<file path="src/design/local_alignment_window_scorer_assert.svh">
// Assertion macros used by the scorer's top module.
// Each macro expects signals named clock and reset in the module that uses it.
`ifndef LOCAL_ALIGNMENT_WINDOW_SCORER_ASSERT_SVH
`define LOCAL_ALIGNMENT_WINDOW_SCORER_ASSERT_SVH

// The consequent must hold in the same cycle as the antecedent.
`define LAWS_ASSERT_IMPLIES(label, pre, post, msg) \
   label: assert property (@(posedge clock) disable iff (reset) (pre) |-> (post)) \
      else $error(msg);

// The consequent must hold in the cycle after the antecedent.
`define LAWS_ASSERT_NEXT(label, pre, post, msg) \
   label: assert property (@(posedge clock) disable iff (reset) (pre) |=> (post)) \
      else $error(msg);

`endif

</file>
<file path="src/design/lawsc_pkg.sv">
package lawsc_pkg;

   // Command codes of the request channel.
   localparam logic [1:0] CMD_CLEAR  = 2'd0;
   localparam logic [1:0] CMD_APPEND = 2'd1;
   localparam logic [1:0] CMD_REF    = 2'd2;

   localparam int SYM_W = 8;

   // Control bits that travel with one reference column along the cell row.
   typedef struct packed {
      logic valid;    // a reference symbol occupies this stage
      logic compute;  // the column lies inside the window capacity
      logic first;    // first column of a window: stored scores read as zero
      logic wend;     // last symbol of the window, a result follows
      logic ovf;      // overflow flag as seen when the symbol was taken
   } token_ctrl_type;

endpackage

</file>
<file path="src/design/lawsc_tail.sv">
module lawsc_tail
   import lawsc_pkg::*;
#(
   parameter int SW = 9,
   parameter int CW = 11
) (
   input  logic           clock,
   input  logic           reset,
   input  logic           advance,
   input  token_ctrl_type in_ctrl,
   input  logic [SW-1:0]  in_best_s,
   input  logic [SW-1:0]  in_best_row,
   input  logic [CW-1:0]  in_best_col,
   input  logic [CW-1:0]  in_best_start,
   output logic           rsp_valid,
   input  logic           rsp_stall,
   output logic           rsp_found,
   output logic [8:0]     rsp_best_score,
   output logic [8:0]     rsp_query_end,
   output logic [10:0]    rsp_ref_end,
   output logic [9:0]     rsp_ref_start,
   output logic           rsp_overflow
);

   logic [SW-1:0] trk_s_ff, trk_s_in;
   logic [SW-1:0] trk_row_ff, trk_row_in;
   logic [CW-1:0] trk_col_ff, trk_col_in;
   logic [CW-1:0] trk_start_ff, trk_start_in;

   logic          rsp_valid_ff;
   logic          found_ff;
   logic [8:0]    score_ff;
   logic [8:0]    query_end_ff;
   logic [10:0]   ref_end_ff;
   logic [9:0]    ref_start_ff;
   logic          overflow_ff;

   logic          take;
   logic          found_in;

   always_comb begin
      trk_s_in     = in_ctrl.first ? '0 : trk_s_ff;
      trk_row_in   = in_ctrl.first ? '0 : trk_row_ff;
      trk_col_in   = in_ctrl.first ? '0 : trk_col_ff;
      trk_start_in = in_ctrl.first ? '0 : trk_start_ff;
      // Earlier columns win ties unless the new cell sits in a lower row.
      if ((in_best_s > trk_s_in) ||
          ((in_best_s != '0) && (in_best_s == trk_s_in) && (in_best_row < trk_row_in))) begin
         trk_s_in     = in_best_s;
         trk_row_in   = in_best_row;
         trk_col_in   = in_best_col;
         trk_start_in = in_best_start;
      end
      take     = advance && in_ctrl.valid;
      found_in = (trk_s_in != '0);
   end

   always_ff @(posedge clock) begin
      if (reset) begin
         rsp_valid_ff <= 1'b0;
      end else if (take && in_ctrl.wend) begin
         rsp_valid_ff <= 1'b1;
      end else if (!rsp_stall) begin
         rsp_valid_ff <= 1'b0;
      end
   end

   always_ff @(posedge clock) begin
      if (take) begin
         trk_s_ff     <= trk_s_in;
         trk_row_ff   <= trk_row_in;
         trk_col_ff   <= trk_col_in;
         trk_start_ff <= trk_start_in;
         if (in_ctrl.wend) begin
            found_ff     <= found_in;
            score_ff     <= 9'(trk_s_in);
            query_end_ff <= found_in ? 9'(trk_row_in) : '0;
            ref_end_ff   <= found_in ? 11'(trk_col_in) : '0;
            ref_start_ff <= found_in ? 10'(trk_start_in) : '0;
            overflow_ff  <= in_ctrl.ovf;
         end
      end
   end

   assign rsp_valid      = rsp_valid_ff;
   assign rsp_found      = found_ff;
   assign rsp_best_score = score_ff;
   assign rsp_query_end  = query_end_ff;
   assign rsp_ref_end    = ref_end_ff;
   assign rsp_ref_start  = ref_start_ff;
   assign rsp_overflow   = overflow_ff;

endmodule

</file>
<file path="config.mk">
export PLATFORM = sky130hd
export DESIGN_NAME = lawsc_tail
export DESIGN_NICKNAME = d
export VERILOG_FILES = /design/src/design/local_alignment_window_scorer_assert.svh /design/src/design/lawsc_pkg.sv /design/src/design/lawsc_tail.sv
export SDC_FILE = /design/constraint.sdc
export NUM_CORES = 1
export LEC_CHECK = 0
export BUFFER_PORTS_ARGS = -buffer_cell sky130_fd_sc_hd__buf_2
export CORE_ASPECT_RATIO = 0.75
export CORE_MARGIN = 5
export CORE_UTILIZATION = 45
export CTS_CLUSTER_SIZE = 20
export DETAILED_ROUTE_END_ITERATION = 16
export PLACE_DENSITY_LB_ADDON = 0.12
export SLEW_MARGIN = 20
export SYNTH_ARGS = -nofsm -noshare
export SYNTH_HDL_FRONTEND = slang
export SYNTH_SLANG_ARGS = --single-unit
</file>
<file path="constraint.sdc">
create_clock -name clock -period 2.9 [get_ports clock]
set_input_delay 0.145 -clock clock [delete_from_list [all_inputs] [get_ports clock]]
set_output_delay 0.145 -clock clock [all_outputs]
set_load 0.005 [all_outputs]
</file>
### After elaboration in Yosys (flattened, before gate mapping)

Cells that the tools add are included.

* memories: 0
* bits in latches: 0
* register bits: 81
* bits in read-only memories: 0
* bits in writable memories: 0

* $lt $le $gt $ge: 2
* div/mod/pow operators: 0
* eq/ne operators: 2
* shift operators: 0
* multipliers: 0
* bitwise logic cells: 0
* add/sub/neg operators: 0
* muxes and demuxes: 10
* reductions and logical operators: 8

Operator list (count)
* 2-to-1 mux 9 bit: 4
* 2-to-1 mux 11 bit: 2
* 2-to-1 mux 10 bit: 2
* nonzero test 9 bit: 2
* equality test 9 bit: 1
* > comparator 9 bit: 1
* less-than comparator 9 bit: 1
* logical AND 1 bit: 4
* 2-to-1 mux 1 bit: 2
* inequality test 2 x 1 -> 1 bit (second input constant): 1
* AND reduction 2 bit: 1
* logical OR 1 bit: 1

### Longest topological paths before layout

* word-level depth: 7
* mapped depth: 11
* mapped depth without buffers: 8

### Worst setup path before layout

Ideal clock, no wire load.

* kind: input -> register
* start: input in_ctrl[2] (netlist name)
* end: register score_ff[0] (netlist: rsp_best_score[0]), data pin
* path slack: 428 ps
* stages on the path: 10
* arrival time: 2210 ps
* required time: 2638 ps
* buffers on the path: 3
* cells stage by stage: clkbuf_1 > nand2b_1 > ha_1 > and4_1 > nor3b_1 > a2111oi_0 > o32a_1 > buf_6 > buf_6 > mux2_4

* word-level cells in the longest chain between the ends: 6
* elaborated cells on any way between the ends: 9
* classes of those cells: 2 x order compare; 1 x eq/ne; 3 x mux; 3 x reduce/logical

Ends and longest elaborated chain
* from (decl): RTL line lawsc_tail.sv:10 `input token_ctrl_type in_ctrl,`
* parallel branches: the longest is 5 deep, another holds less-than comparator 9 bit
* 2-to-1 mux 9 bit (*): RTL line lawsc_tail.sv:47 `if ((in_best_s > trk_s_in) ||`
* named net trk_s_in[0]: RTL line lawsc_tail.sv:25 `logic [SW-1:0] trk_s_ff, trk_s_in;`
* to (signal assigned): RTL line lawsc_tail.sv:76 `score_ff <= 9'(trk_s_in);`
* to (decl): RTL line lawsc_tail.sv:32 `logic [8:0] score_ff;`

Mark *: on every way through the listed nets, which the timed path passes.
A chain may end at the register's enable or synchronous reset.

### Final worst setup path

* start: register trk_s_ff[2]
* end: register trk_start_ff[1], data pin

* word-level cells in the longest chain between the ends: 6
* elaborated cells on any way between the ends: 7
* classes of those cells: 1 x order compare; 1 x eq/ne; 2 x mux; 3 x reduce/logical

Ends and longest elaborated chain
* from (decl): RTL line lawsc_tail.sv:25
* from (signal assigned): RTL line lawsc_tail.sv:70 `trk_s_ff <= trk_s_in;`
* 2-to-1 mux 9 bit (*): RTL line lawsc_tail.sv:42 `trk_s_in = in_ctrl.first ? '0 : trk_s_ff;`
* parallel branches: the longest is 3 deep, another holds > comparator 9 bit
* logical OR 1 bit (*): RTL line lawsc_tail.sv:47
* 2-to-1 mux 10 bit (*): RTL line lawsc_tail.sv:47
* named net trk_start_in[1]: RTL line lawsc_tail.sv:28 `logic [CW-1:0] trk_start_ff, trk_start_in;`
* to (signal assigned): RTL line lawsc_tail.sv:73 `trk_start_ff <= trk_start_in;`
* to (decl): RTL line lawsc_tail.sv:28

Marked as above.

==> impl_metrics.yaml <==
worst_setup_path:
  crit-reg2reg-capture: "trk_start_ff[1]$_DFFE_PP_"
  cp_cell_sequence: "nand2b_1, ha_1, and4_1, nor3b_1, a2111oi_2, o32a_2, buf_12, mux2_4"
  cp-end-kind: "register"
  cp_max_fo: 33
  cp_top_family: "compound AO/OA/AOI/OAI gates"
  crit_buf_inv: 1
  reg2reg_setup_slack_ns: 0.26
  path_class: "reg2reg"
  cp_data_required_time_ns: 2.98
  cp.arrival_ns: 2.72
  crit_path_max_incr_delay_ns: 0.41
  rr_worst_depth: 8
  crit-reg2reg-launch: "trk_s_ff[2]$_DFFE_PP_"
  startpoint_type: "register"
  cp_slowest_cell: "edfxtp_1"
clock_tree:
  clock_sinks: 81
  htree_levels: 3
  post-cts-setup-buffer-count: 0
  cts_tree: "yes"
  clock_path_buffers: 2
  cts_buffers: 9
  cts.clk_slew.worst_paths_ns: 0.06
  root_buffer: "clkbuf_16"
  clock_latency_ns: 0.33
finish:
  fin_cells: 569
  final_nets: 499
  antenna_cells: 0
  area_growth_pct: 21.0
  drive_gt1_share_pct: 33.2
  finalInstanceArea_mm2: 0.00530
yosys:
  seq_area_frac_synth_pct: 55.3
  synth_top_area_share_pct: 54.9
  synth.distinct_cells: 29
  async_flop_share_pct: 0
  yosysTopAreaCell: "edfxtp_1"
  synthAdderAreaFrac_pct: 4.86
  ys_seq_elements: 81
  synthMostInstantiatedCell: "edfxtp_1"
  synthTopCellsByCount: "edfxtp_1, nand2_1, mux2i_1"
  syn-instance-count: 340
  synth_flop_cell: "edfxtp_1"
  synth_edf_count: 80
  synth_compound_area_share_pct: 2.40
  synthTopCellsByArea: "edfxtp_1, mux2_4, mux2i_1"
  synth_top_family_by_area: "multiplexers"
  synth_nets: 406
  ys_warn_count: 0
  yosys.area_share.simple_pct: 13.6
  syn_area_mm2: 0.00438
  muxShareOfSynthArea_pct: 19.7
  synthXorXnorAreaFrac_pct: 0
  avgSynthCellArea_um2: 12.9
timing:
  fin_crit_sh_pct: 91.1
  finalClockSkew_ns: 0.00603
  max_freq_mhz: 379
  slew_headroom_pct: 30.8
  finalWorstSetupSlack_ns: 0.258
  finalMaxSlewViolations: 0
  hold_violations: 0
  tns_ns: 0
  fin_crit_ns: 2.64
  setup_violations: 0
  worst_pin_slew_ns: 1.04
  grt_setup_unrepaired: "false"
route:
  vias_per_cell: 4.95
  wirelength_um: 8980
  num_vias: 2814
  top_layer: "met5"
  wl_met3_um: 674
  m1WireLength_um: 4290
  drc: 0
  ant_nets: 0
  dr.pass1.iters: 4
  wl_met2_um: 3880
  wire_per_inst_um: 15.8
  drt_iter0_drc: 126
power:
  clockPowerShare_pct: 36.9
  p_comb_share_pct: 18.5
  p_per_area_mw_per_mm2: 597
  irDropWorstVdd_mv: 0.447
  power.total_uw: 3160
  p_int_uw: 2450
  power.leakage_uw: 0.00239
  sw_frac_of_total_pct: 22.6
  seq_power_share_pct: 44.6
  p_switching_uw: 716
placement:
  hpwlAfterDp_um: 5880
  dp.cells: 552
  gp_congestion: 0.749
  placed_area_mm2: 0.00497
  io_buffers: 88
  preCtsSetupSlack_ns: 0.134
global_routing:
  grt_pass1_vias: 2827
  grt_usage_pct: 16.0
  antenna_found_initial: 1
  grt_max_degree: 43
  grt_pass1_wl_um: 14300
  grt_overflow: 0
floorplanning:
  initial_core_util_pct: 45.7
  die_height_um: 95.4
  io_pins: 91
  dieArea_mm2: 0.0118
  fp-row-count: 31
  die_x_um: 124
  core_area_mm2: 0.00958
min_path:
  min_from: "rsp_stall"
  hold-path-cell-count: 3
  hold_path.class: "in2reg"
  holdPathEnd: "rsp_valid$_SDFFE_PP0P_"
outcome:
  status: "finished clean"
job:
  cap_violations: 0
[cell usage in the layout (no fill, tap or decap), drive strengths merged, types with 2 or more instances in the layout]
cell / instances
nor2: 3
inv: 17
ha: 17
a21o: 4
mux2i: 38
nor4: 2
mux2: 32
nor2b: 32
bufinv: 2
and4: 2
nor3: 2
and3: 2
nand2: 61
nand4: 4
clkinv: 3
nand2b: 8
edfxtp: 80
buf: 98
o21ai: 2
a21oi: 8
clkbuf: 10
dlygate4sd3: 2
[worst min-delay path, stage by stage]
cell and delay, ns:
buf_2 0.08, a21oi_1 0.06, nor2_1 0.07
[per-layer routing]
layer | track usage, % | vias up
li1 | - | 1396
met2 | 23.0 | 83
met4 | 3.78 | 2
met3 | 7.18 | 13
met5 | 0 | -
met1 | 22.0 | 1320
[worst max-delay path by stage]
stage	start	slack, ns	to	cells past startpoint
3_3_place_gp	in_ctrl[2]	0.15	rsp_best_score[0]$_DFFE_PP_	9
3_5_place_dp	in_ctrl[2]	0.13	trk_s_ff[0]$_DFFE_PP_	11
4_1_cts	trk_s_ff[2]$_DFFE_PP_	0.15	trk_col_ff[0]$_DFFE_PP_	8
6_report	trk_s_ff[2]$_DFFE_PP_	0.26	trk_start_ff[1]$_DFFE_PP_	8
2_1_floorplan	in_ctrl[2]	0.43	rsp_best_score[0]$_DFFE_PP_	10
5_1_grt	trk_s_ff[2]$_DFFE_PP_	0.09	trk_start_ff[2]$_DFFE_PP_	8
[stage by stage]
stage                     utilization [%]  hold WS, ns
final                                55.3       0.0530
after global routing                 55.3       0.0715
after CTS                            55.2       0.0507
after detailed placement             51.9        0.311
after global placement               51.9        0.301
after floorplan                         -        0.217
[final cells by class]
class	instances	area, um^2
fillers	852	4280
flip-flops and latches	81	2420
multi-input cells	224	1780
repair buffers	100	561
clock inverters	5	71.3
inverters	17	63.8
well taps	132	165
clock buffers	10	229
[what timing repair did]
| action | in CTS | in global routing |
|---|---|---|
| endpoints found under the setup margin | 0 | 21 |
| hold buffers | 2 | 0 |
| hold endpoints to repair | 2 | 0 |
| gates resized for setup | 0 | 2 |
[registers in the layout (all words and copies together) (netlist names)]
name / count
rsp_found: 1
rsp_overflow: 1
trk_start_ff: 10
rsp_valid: 1
trk_row_ff: 9
rsp_best_score: 9
rsp_ref_start: 10
trk_s_ff: 9
rsp_query_end: 9
trk_col_ff: 11
rsp_ref_end: 11
[power groups by stage]
stage	combinational, uW	clock (uW)	sequential (uW)
after floorplan	441	0	1440
after global placement	573	0	1440
after detailed placement	582	0	1440
after CTS	589	1200	1410
after global routing	641	1260	1420
final	585	1170	1410
[logic make-up (layout without fill, tap and decap cells)]
logic type                 Yosys count  in the layout
and+or+nand+nor                    120            120
DFF                                 81             81
muxes                               70             70
buffers and inverters               35            132
adders and majority gates           17             17
AOI/OAI and AO/OA                   17             17
Power figures use the tool's default switching activity.
