[config.mk]
export PLATFORM = sky130hd
export DESIGN_NAME = lawsc_cell
export DESIGN_NICKNAME = d
export VERILOG_FILES = /design/src/design/local_alignment_window_scorer_assert.svh /design/src/design/lawsc_pkg.sv /design/src/design/lawsc_cell.sv
export SDC_FILE = /design/constraint.sdc
export NUM_CORES = 1
export LEC_CHECK = 0
export BUFFER_PORTS_ARGS = -buffer_cell sky130_fd_sc_hd__buf_2
export CELL_PAD_IN_SITES_DETAIL_PLACEMENT = 0
export CELL_PAD_IN_SITES_GLOBAL_PLACEMENT = 1
export CORE_MARGIN = 3
export CORE_UTILIZATION = 44
export DETAILED_ROUTE_END_ITERATION = 7
export MAX_ROUTING_LAYER = met4
export PLACE_DENSITY_LB_ADDON = 0.1
export SLEW_MARGIN = 30
export SYNTH_ARGS = -nofsm -noshare
export SYNTH_HDL_FRONTEND = slang
export SYNTH_SLANG_ARGS = --single-unit
[constraint.sdc]
create_clock -name clock -period 14.4 [get_ports clock]
set_clock_uncertainty 0.1 [all_clocks]
set_input_delay 2.88 -clock clock [delete_from_list [all_inputs] [get_ports clock]]
set_output_delay 2.88 -clock clock [all_outputs]
set_load 0.005 [all_outputs]
[src/design/local_alignment_window_scorer_assert.svh]
// Assertion macros used by the scorer's top module.
// Each macro expects signals named clock and reset in the module that uses it.
`ifndef LOCAL_ALIGNMENT_WINDOW_SCORER_ASSERT_SVH
`define LOCAL_ALIGNMENT_WINDOW_SCORER_ASSERT_SVH

// The consequent must hold in the same cycle as the antecedent.
`define LAWS_ASSERT_IMPLIES(label, pre, post, msg) \
   label: assert property (@(posedge clock) disable iff (reset) (pre) |-> (post)) \
      else $error(msg);

// The consequent must hold in the cycle after the antecedent.
`define LAWS_ASSERT_NEXT(label, pre, post, msg) \
   label: assert property (@(posedge clock) disable iff (reset) (pre) |=> (post)) \
      else $error(msg);

`endif

[src/design/lawsc_pkg.sv]
package lawsc_pkg;

   // Command codes of the request channel.
   localparam logic [1:0] CMD_CLEAR  = 2'd0;
   localparam logic [1:0] CMD_APPEND = 2'd1;
   localparam logic [1:0] CMD_REF    = 2'd2;

   localparam int SYM_W = 8;

   // Control bits that travel with one reference column along the cell row.
   typedef struct packed {
      logic valid;    // a reference symbol occupies this stage
      logic compute;  // the column lies inside the window capacity
      logic first;    // first column of a window: stored scores read as zero
      logic wend;     // last symbol of the window, a result follows
      logic ovf;      // overflow flag as seen when the symbol was taken
   } token_ctrl_type;

endpackage

[src/design/lawsc_cell.sv]
module lawsc_cell
   import lawsc_pkg::*;
#(
   parameter int SW  = 9,
   parameter int CW  = 11,
   parameter int ROW = 1
) (
   input  logic                 clock,
   input  logic                 reset,
   input  logic                 advance,
   input  logic                 active,
   input  logic                 load_en,
   input  logic [SYM_W-1:0]     load_symbol,
   input  token_ctrl_type       in_ctrl,
   input  logic [SYM_W-1:0]     in_sym,
   input  logic [CW-1:0]        in_col,
   input  logic [SW-1:0]        in_up_s,
   input  logic [CW-1:0]        in_up_o,
   input  logic [SW-1:0]        in_diag_s,
   input  logic [CW-1:0]        in_diag_o,
   input  logic [SW-1:0]        in_best_s,
   input  logic [SW-1:0]        in_best_row,
   input  logic [CW-1:0]        in_best_col,
   input  logic [CW-1:0]        in_best_start,
   output token_ctrl_type       out_ctrl,
   output logic [SYM_W-1:0]     out_sym,
   output logic [CW-1:0]        out_col,
   output logic [SW-1:0]        out_up_s,
   output logic [CW-1:0]        out_up_o,
   output logic [SW-1:0]        out_diag_s,
   output logic [CW-1:0]        out_diag_o,
   output logic [SW-1:0]        out_best_s,
   output logic [SW-1:0]        out_best_row,
   output logic [CW-1:0]        out_best_col,
   output logic [CW-1:0]        out_best_start
);

   localparam logic [SW-1:0] ROW_ID = SW'(ROW);

   logic [SYM_W-1:0] query_sym_ff;
   logic [SW-1:0]    left_s_ff;
   logic [CW-1:0]    left_o_ff;

   token_ctrl_type   ctrl_ff;
   logic [SYM_W-1:0] sym_ff;
   logic [CW-1:0]    col_ff;
   logic [SW-1:0]    up_s_ff, up_s_in;
   logic [CW-1:0]    up_o_ff, up_o_in;
   logic [SW-1:0]    diag_s_ff, diag_s_in;
   logic [CW-1:0]    diag_o_ff, diag_o_in;
   logic [SW-1:0]    best_s_ff, best_s_in;
   logic [SW-1:0]    best_row_ff, best_row_in;
   logic [CW-1:0]    best_col_ff, best_col_in;
   logic [CW-1:0]    best_start_ff, best_start_in;

   logic            work;
   logic [SW-1:0]   left_s;
   logic [CW-1:0]   left_o;
   logic [SW-1:0]   d_s, u_s, l_s, v_s;
   logic [CW-1:0]   v_o;

   always_comb begin
      work   = in_ctrl.valid && in_ctrl.compute && active;
      // A new window sees an all-zero previous column.
      left_s = in_ctrl.first ? '0 : left_s_ff;
      left_o = in_ctrl.first ? '0 : left_o_ff;

      d_s = in_diag_s + SW'(query_sym_ff == in_sym);
      u_s = (in_up_s == '0) ? '0 : in_up_s - 1'b1;
      l_s = (left_s == '0) ? '0 : left_s - 1'b1;

      v_s = d_s;
      if (u_s > v_s) begin
         v_s = u_s;
      end
      if (l_s > v_s) begin
         v_s = l_s;
      end

      // A zero score starts at its own column; otherwise the traceback origin has priority diagonal, up, then left.
      if (v_s == '0) begin
         v_o = in_col;
      end else if (v_s == d_s) begin
         v_o = in_diag_o;
      end else if (v_s == u_s) begin
         v_o = in_up_o;
      end else begin
         v_o = left_o;
      end

      up_s_in       = in_up_s;
      up_o_in       = in_up_o;
      diag_s_in     = in_diag_s;
      diag_o_in     = in_diag_o;
      best_s_in     = in_best_s;
      best_row_in   = in_best_row;
      best_col_in   = in_best_col;
      best_start_in = in_best_start;
      if (work) begin
         up_s_in   = v_s;
         up_o_in   = v_o;
         diag_s_in = left_s;
         diag_o_in = left_o;
         // Lower rows arrive first, so only a strictly higher score wins.
         if (v_s > in_best_s) begin
            best_s_in     = v_s;
            best_row_in   = ROW_ID;
            best_col_in   = in_col;
            best_start_in = v_o;
         end
      end
   end

   always_ff @(posedge clock) begin
      if (reset) begin
         ctrl_ff <= '0;
      end else if (advance) begin
         ctrl_ff <= in_ctrl;
      end
   end

   always_ff @(posedge clock) begin
      if (load_en) begin
         query_sym_ff <= load_symbol;
      end
      if (advance) begin
         sym_ff        <= in_sym;
         col_ff        <= in_col;
         up_s_ff       <= up_s_in;
         up_o_ff       <= up_o_in;
         diag_s_ff     <= diag_s_in;
         diag_o_ff     <= diag_o_in;
         best_s_ff     <= best_s_in;
         best_row_ff   <= best_row_in;
         best_col_ff   <= best_col_in;
         best_start_ff <= best_start_in;
         if (work) begin
            left_s_ff <= v_s;
            left_o_ff <= v_o;
         end
      end
   end

   assign out_ctrl       = ctrl_ff;
   assign out_sym        = sym_ff;
   assign out_col        = col_ff;
   assign out_up_s       = up_s_ff;
   assign out_up_o       = up_o_ff;
   assign out_diag_s     = diag_s_ff;
   assign out_diag_o     = diag_o_ff;
   assign out_best_s     = best_s_ff;
   assign out_best_row   = best_row_ff;
   assign out_best_col   = best_col_ff;
   assign out_best_start = best_start_ff;

endmodule

# Word-level counts from Yosys, hierarchy flattened
# Cells that the tools add are included.
[word_totals]
wordCells = 54
regBits = 132
out_inout_bits = 104
in_bits = 117
[op_classes]
reduce_logical = 6
n_lt_le_gt_ge = 3
n_addsub = 3
eq_ne = 3
n_mux = 21
[ops]
columns = ["cell", "n"]
rows = [
  ["two-way mux 11 bit", 10],
  ["two-way mux 9 bit", 11],
  ["greater-than comparator 9 bit", 3],
  ["logical NOT 9 bit", 3],
  ["equality test 9 bit", 2],
  ["subtractor 9 x 1 -> 9 bit, second input constant", 2],
  ["adder 9 x 1 -> 9 bit", 1],
  ["equality test 8 bit", 1],
  ["logical AND 1 bit", 2],
  ["AND reduction 2 bit", 1],
]

# Depth between registers and ports, before layout
[depth]
depth_word = 12
ltp_mapped = 38
depth_no_buf = 36

# Worst setup path after synthesis
# Ideal clock, no wire load.
[synth_path]
path_kind = "input to register"
start = "input in_sym[0]"
end = "register best_start_ff[7] (netlist: out_best_start[7]) (data pin)"
path_slack_ns = 4.401
setup_time_ns = 0.270
arrival_ns = 9.629
path_stages = 38
path_cell_list = "xnor2_1 -> nand4_1 -> nor2_1 -> ha_1 -> ha_1 -> inv_1 -> or2_2 -> xnor2_1 -> inv_1 -> ha_1 -> a22o_1 -> nor4_1 -> o221ai_1 -> a31o_4 -> nand2_4 -> mux2_4 -> inv_1 -> ha_1 -> (+2 left out) -> a21o_1 -> nor2_1 -> clkbuf_1 -> nor2_1 -> a21oi_1 -> inv_1 -> ha_1 -> nor2b_1 -> o21a_1 -> o21a_1 -> o21a_1 -> o21a_1 -> o21a_1 -> o21ai_0 -> a21oi_1 -> clkbuf_1 -> o211ai_1 -> o211ai_1"
[synth_via]
elab_chain_cells = 12
word_cells_on_any_way = 15
cone_classes = "add/sub (1); order compare (3); eq/ne (3); mux (7); reduce/logical (1)"
[synth_lines]
columns = ["item", "line", "source"]
rows = [
  ["from (decl)", "lawsc_cell.sv:15", "input logic [SYM_W-1:0] in_sym,"],
  ["equality test 8 bit *", "lawsc_cell.sv:68", "d_s = in_diag_s + SW'(query_sym_ff == in_sym);"],
  ["adder 9 x 1 -> 9 bit *", "lawsc_cell.sv:68", ""],
  ["greater-than comparator 9 bit", "lawsc_cell.sv:73", "if (u_s > v_s) begin"],
  ["two-way mux 9 bit *", "lawsc_cell.sv:73", ""],
  ["greater-than comparator 9 bit", "lawsc_cell.sv:76", "if (l_s > v_s) begin"],
  ["two-way mux 9 bit *", "lawsc_cell.sv:76", ""],
  ["via v_s[1]", "lawsc_cell.sv:59", "logic [SW-1:0] d_s, u_s, l_s, v_s;"],
  ["equality test 9 bit", "lawsc_cell.sv:85", "end else if (v_s == u_s) begin"],
  ["two-way mux 11 bit", "lawsc_cell.sv:85", ""],
  ["two-way mux 11 bit", "lawsc_cell.sv:83", "end else if (v_s == d_s) begin"],
  ["two-way mux 11 bit", "lawsc_cell.sv:81", "if (v_s == '0) begin"],
  ["two-way mux 11 bit *", "lawsc_cell.sv:105", "if (v_s > in_best_s) begin"],
  ["two-way mux 11 bit *", "lawsc_cell.sv:99", "if (work) begin"],
  ["via best_start_in[7]", "lawsc_cell.sv:54", "logic [CW-1:0] best_start_ff, best_start_in;"],
  ["to (signal assigned)", "lawsc_cell.sv:136", "best_start_ff <= best_start_in;"],
  ["to (decl)", "lawsc_cell.sv:54", ""],
]
# Mark *: on every way through the listed nets, which the timed path passes. The rest lies on a longest branch.
# A chain may end at the register's enable or synchronous reset.

# Worst setup path after layout
[layout_path]
start = "input in_sym[3]"
end = "register best_s_ff[0] (netlist: out_best_s[0]) (data pin)"
[layout_via]
elab_chain_cells = 9
[layout_lines]
columns = ["item", "line", "source"]
rows = [
  ["equality test 8 bit *", "lawsc_cell.sv:68", ""],
  ["adder 9 x 1 -> 9 bit *", "lawsc_cell.sv:68", ""],
  ["greater-than comparator 9 bit", "lawsc_cell.sv:73", ""],
  ["two-way mux 9 bit *", "lawsc_cell.sv:73", ""],
  ["greater-than comparator 9 bit", "lawsc_cell.sv:76", ""],
  ["two-way mux 9 bit *", "lawsc_cell.sv:76", ""],
  ["via v_s[1]", "lawsc_cell.sv:59", ""],
  ["greater-than comparator 9 bit *", "lawsc_cell.sv:105", ""],
  ["two-way mux 9 bit *", "lawsc_cell.sv:105", ""],
  ["two-way mux 9 bit *", "lawsc_cell.sv:99", ""],
  ["via best_s_in[0]", "lawsc_cell.sv:51", "logic [SW-1:0] best_s_ff, best_s_in;"],
  ["to (signal assigned)", "lawsc_cell.sv:133", "best_s_ff <= best_s_in;"],
  ["to (decl)", "lawsc_cell.sv:51", ""],
]
# Marks and branches as above.

==> results.sh <==
export IMPL_firstDrtPassIters=5
export IMPL_synth_top_area_frac=0.469
export IMPL_maxSlewHeadroom=0.357
export IMPL_end_kind="register"
export IMPL_ff2ff_path_depth=36
export IMPL_timing_fmax_mhz=91.1
export IMPL_rsz0062_at_grt="no"
export IMPL_final_cell_mix="buf_2 (219), nand2_1 (128), edfxtp_1 (127)"
export IMPL_vias_per_cell=5.70
export IMPL_report_power_total_mw=1.17
export IMPL_crit_slowest_cell="nor2_1"
export IMPL_finalHoldViolCount=0
export IMPL_clock_sinks=132
export IMPL_grt_max_degree=74
export IMPL_areaGrowthSynthToFinish_pct=23.1
export IMPL_drv_slew=0
export IMPL_timing_final_crit_period_ns=10.97
export IMPL_synth_edf_count=127
export IMPL_syn_instance_count=810
export IMPL_tightest_slew_ns=0.960
export IMPL_post_cts_buffers=0
export IMPL_drc=0
export IMPL_die_x_um=142
export IMPL_start_util=0.450
export IMPL_seq_area_frac_synth=0.481
export IMPL_num_vias=7152
export IMPL_ant_nets=0
export IMPL_critical_path_required_ns=14.43
export IMPL_ys_types=81
export IMPL_final_common_cell="buf_2"
export IMPL_cts_hold_buf=0
export IMPL_grt_usage=0.234
export IMPL_cts_resized=0
export IMPL_avgSynthCellArea_um2=10.0
export IMPL_drt_iter0_markers=615
export IMPL_first_global_vias=6592
export IMPL_yosys_register_bits=132
export IMPL_synth_top_family_by_area="compound AO/OA/AOI/OAI gates"
export IMPL_setup_viol=0
export IMPL_antenna_cells=0
export IMPL_yosys_area_top_type="edfxtp_1"
export IMPL_cellPowerDensity_nw_per_um2=117
export IMPL_wire_per_inst_um=18.9
export IMPL_critPathLaunchType="input pin"
export IMPL_gp_congestion=0.982
export IMPL_cts_buffers=17
export IMPL_synth_mux_area_frac=0.0184
export IMPL_insertion_delay_ns=0.42
export IMPL_ys_flop_type="edfxtp_1"
export IMPL_syn_area_um2=8140
export IMPL_ctsHtreeMaxLevel=4
export IMPL_tns_ns=0
export IMPL_clk_path_buf_depth=2
export IMPL_grt_pass1_wl_mm=36.3
export IMPL_async_reset_ff_frac=0
export IMPL_synthTopCellsByArea="edfxtp_1 (47%), nand2_1 (5.9%), ha_1 (4.9%), o21ai_0 (3.6%), xnor2_1 (2.9%)"
export IMPL_max_stage_delay_ns=0.76
export IMPL_rows=49
export IMPL_grt_ovfl_total=0
export IMPL_drv_cap=0
export IMPL_die_area_um2=20200
export IMPL_dp_final_hpwl_mm=17.7
export IMPL_path_clk_slew_ns=0.06
export IMPL_synth_adder_area_share=0.0492
export IMPL_die_y_um=142
export IMPL_cts_root_buf="clkbuf_16"
export IMPL_ys_warn_count=0
export IMPL_tritoncts="done"
export IMPL_coreArea_um2=18100
export IMPL_cp_max_fo=42
export IMPL_post_route_cells_drive_above_1_share=0.289
export IMPL_yosys_area_share_simple=0.172
export IMPL_synth_xor_area_share=0.0323
export IMPL_power_leakage_nw=4.13
export IMPL_hold_depth=2
export IMPL_final_nets=1162
export IMPL_synth_fp_nets=959
export IMPL_io_buffers=220
export IMPL_timing_worst_setup_path_type="in2reg"
export IMPL_antenna_found_initial=0
export IMPL_finalCritPeriodShare=0.762
export IMPL_hold_class="reg2reg"
export IMPL_io_pins=221
export IMPL_status="completed"
export IMPL_synth_compound_area_frac=0.204
export IMPL_worstPathArrival_ns=11.01
export IMPL_max_vdd_ir_drop_mv=0.0813
export IMPL_drt_wl_total_mm=23.7
## worst paths after layout
path	start	to	slack (ns)
hold reg to reg	out_ctrl[0]	out_ctrl[0]	0.40
setup / recovery	in_sym[3]	out_best_s[0]	3.43
hold / removal	out_ctrl[0]	out_ctrl[0]	0.40
setup reg to reg	query_sym_ff[3]	out_best_s[0]	5.62
## layer usage
layer,track usage,up-vias,routed length [um]
li1,-,3457,-
met2,0.372,279,11300
met3,0.0403,39,1510
met5,-,-,0
met4,0.0737,0,558
met1,0.308,3377,10300
## final cells by class
cell class	instances	area [um2]
Fill cell	1670	8070
Sequential cell	132	3910
Multi-Input combinational cell	594	3900
Timing Repair Buffer	229	1190
Clock buffer	17	425
Tap cell	229	287
Clock inverter	15	155
Inverter	39	146
## sequential cells by signal, indices dropped and copies added, names as in the netlist, 11 cells and up
name / flops
out_diag_o: 11
out_up_o: 11
out_best_start: 11
left_o_ff: 11
out_best_col: 11
out_col: 11
## critical path: cells and delay by family
kind,cells,cell delay (ns)
buf+inv,6,0.88
compound gates,13,2.92
xor+xnor,2,0.40
simple gates,10,2.29
fa+ha+maj,5,1.30
mux,1,0.35
## per-stage QoR
stage / utilization / setup slack (ns) / hold slack (ns) / instance area [um2] / std cells
3_3_place_gp: 0.520 / 3.07 / 0.370 / 9400 / 1222
3_5_place_dp: 0.520 / 3.07 / 0.383 / 9400 / 1222
4_1_cts: 0.552 / 3.46 / 0.401 / 9980 / 1254
6_report: 0.554 / 3.43 / 0.396 / 10000 / 1255
5_1_grt: 0.554 / 2.70 / 0.425 / 10000 / 1255
2_1_floorplan: - / 4.40 / 0.385 / 8140 / 810
## report_power, final
part,total [mW],internal [mW],switching (mW)
sequential,0.465,0.457,0.00804
clock,0.427,0.256,0.171
combinational,0.277,0.102,0.175
total,1.17,0.815,0.354
## synthesized netlist by cell type, drive strengths merged (6+ instances only)
library cell,count
nand4,11
buf,15
xnor2,27
edfxtp,127
o21a,8
a2bb2oi,11
or4,7
ha,32
nand2,130
nor4,9
nand2b,6
inv,39
a21oi,38
and2,10
nor2b,13
nor3,12
o21ai,77
nor2,39
nand3,25
o211ai,27
mux2i,10
clkbuf,30
a311oi,12
o221ai,13
## kinds of logic after synthesis
logic type	count (synthesis)
simple gates	282
compound gates	237
flops	132
buf+inv	84
fa+ha+maj	32
xor+xnor	30
mux	13
Note: power is estimated with default switching activity, not from simulation.
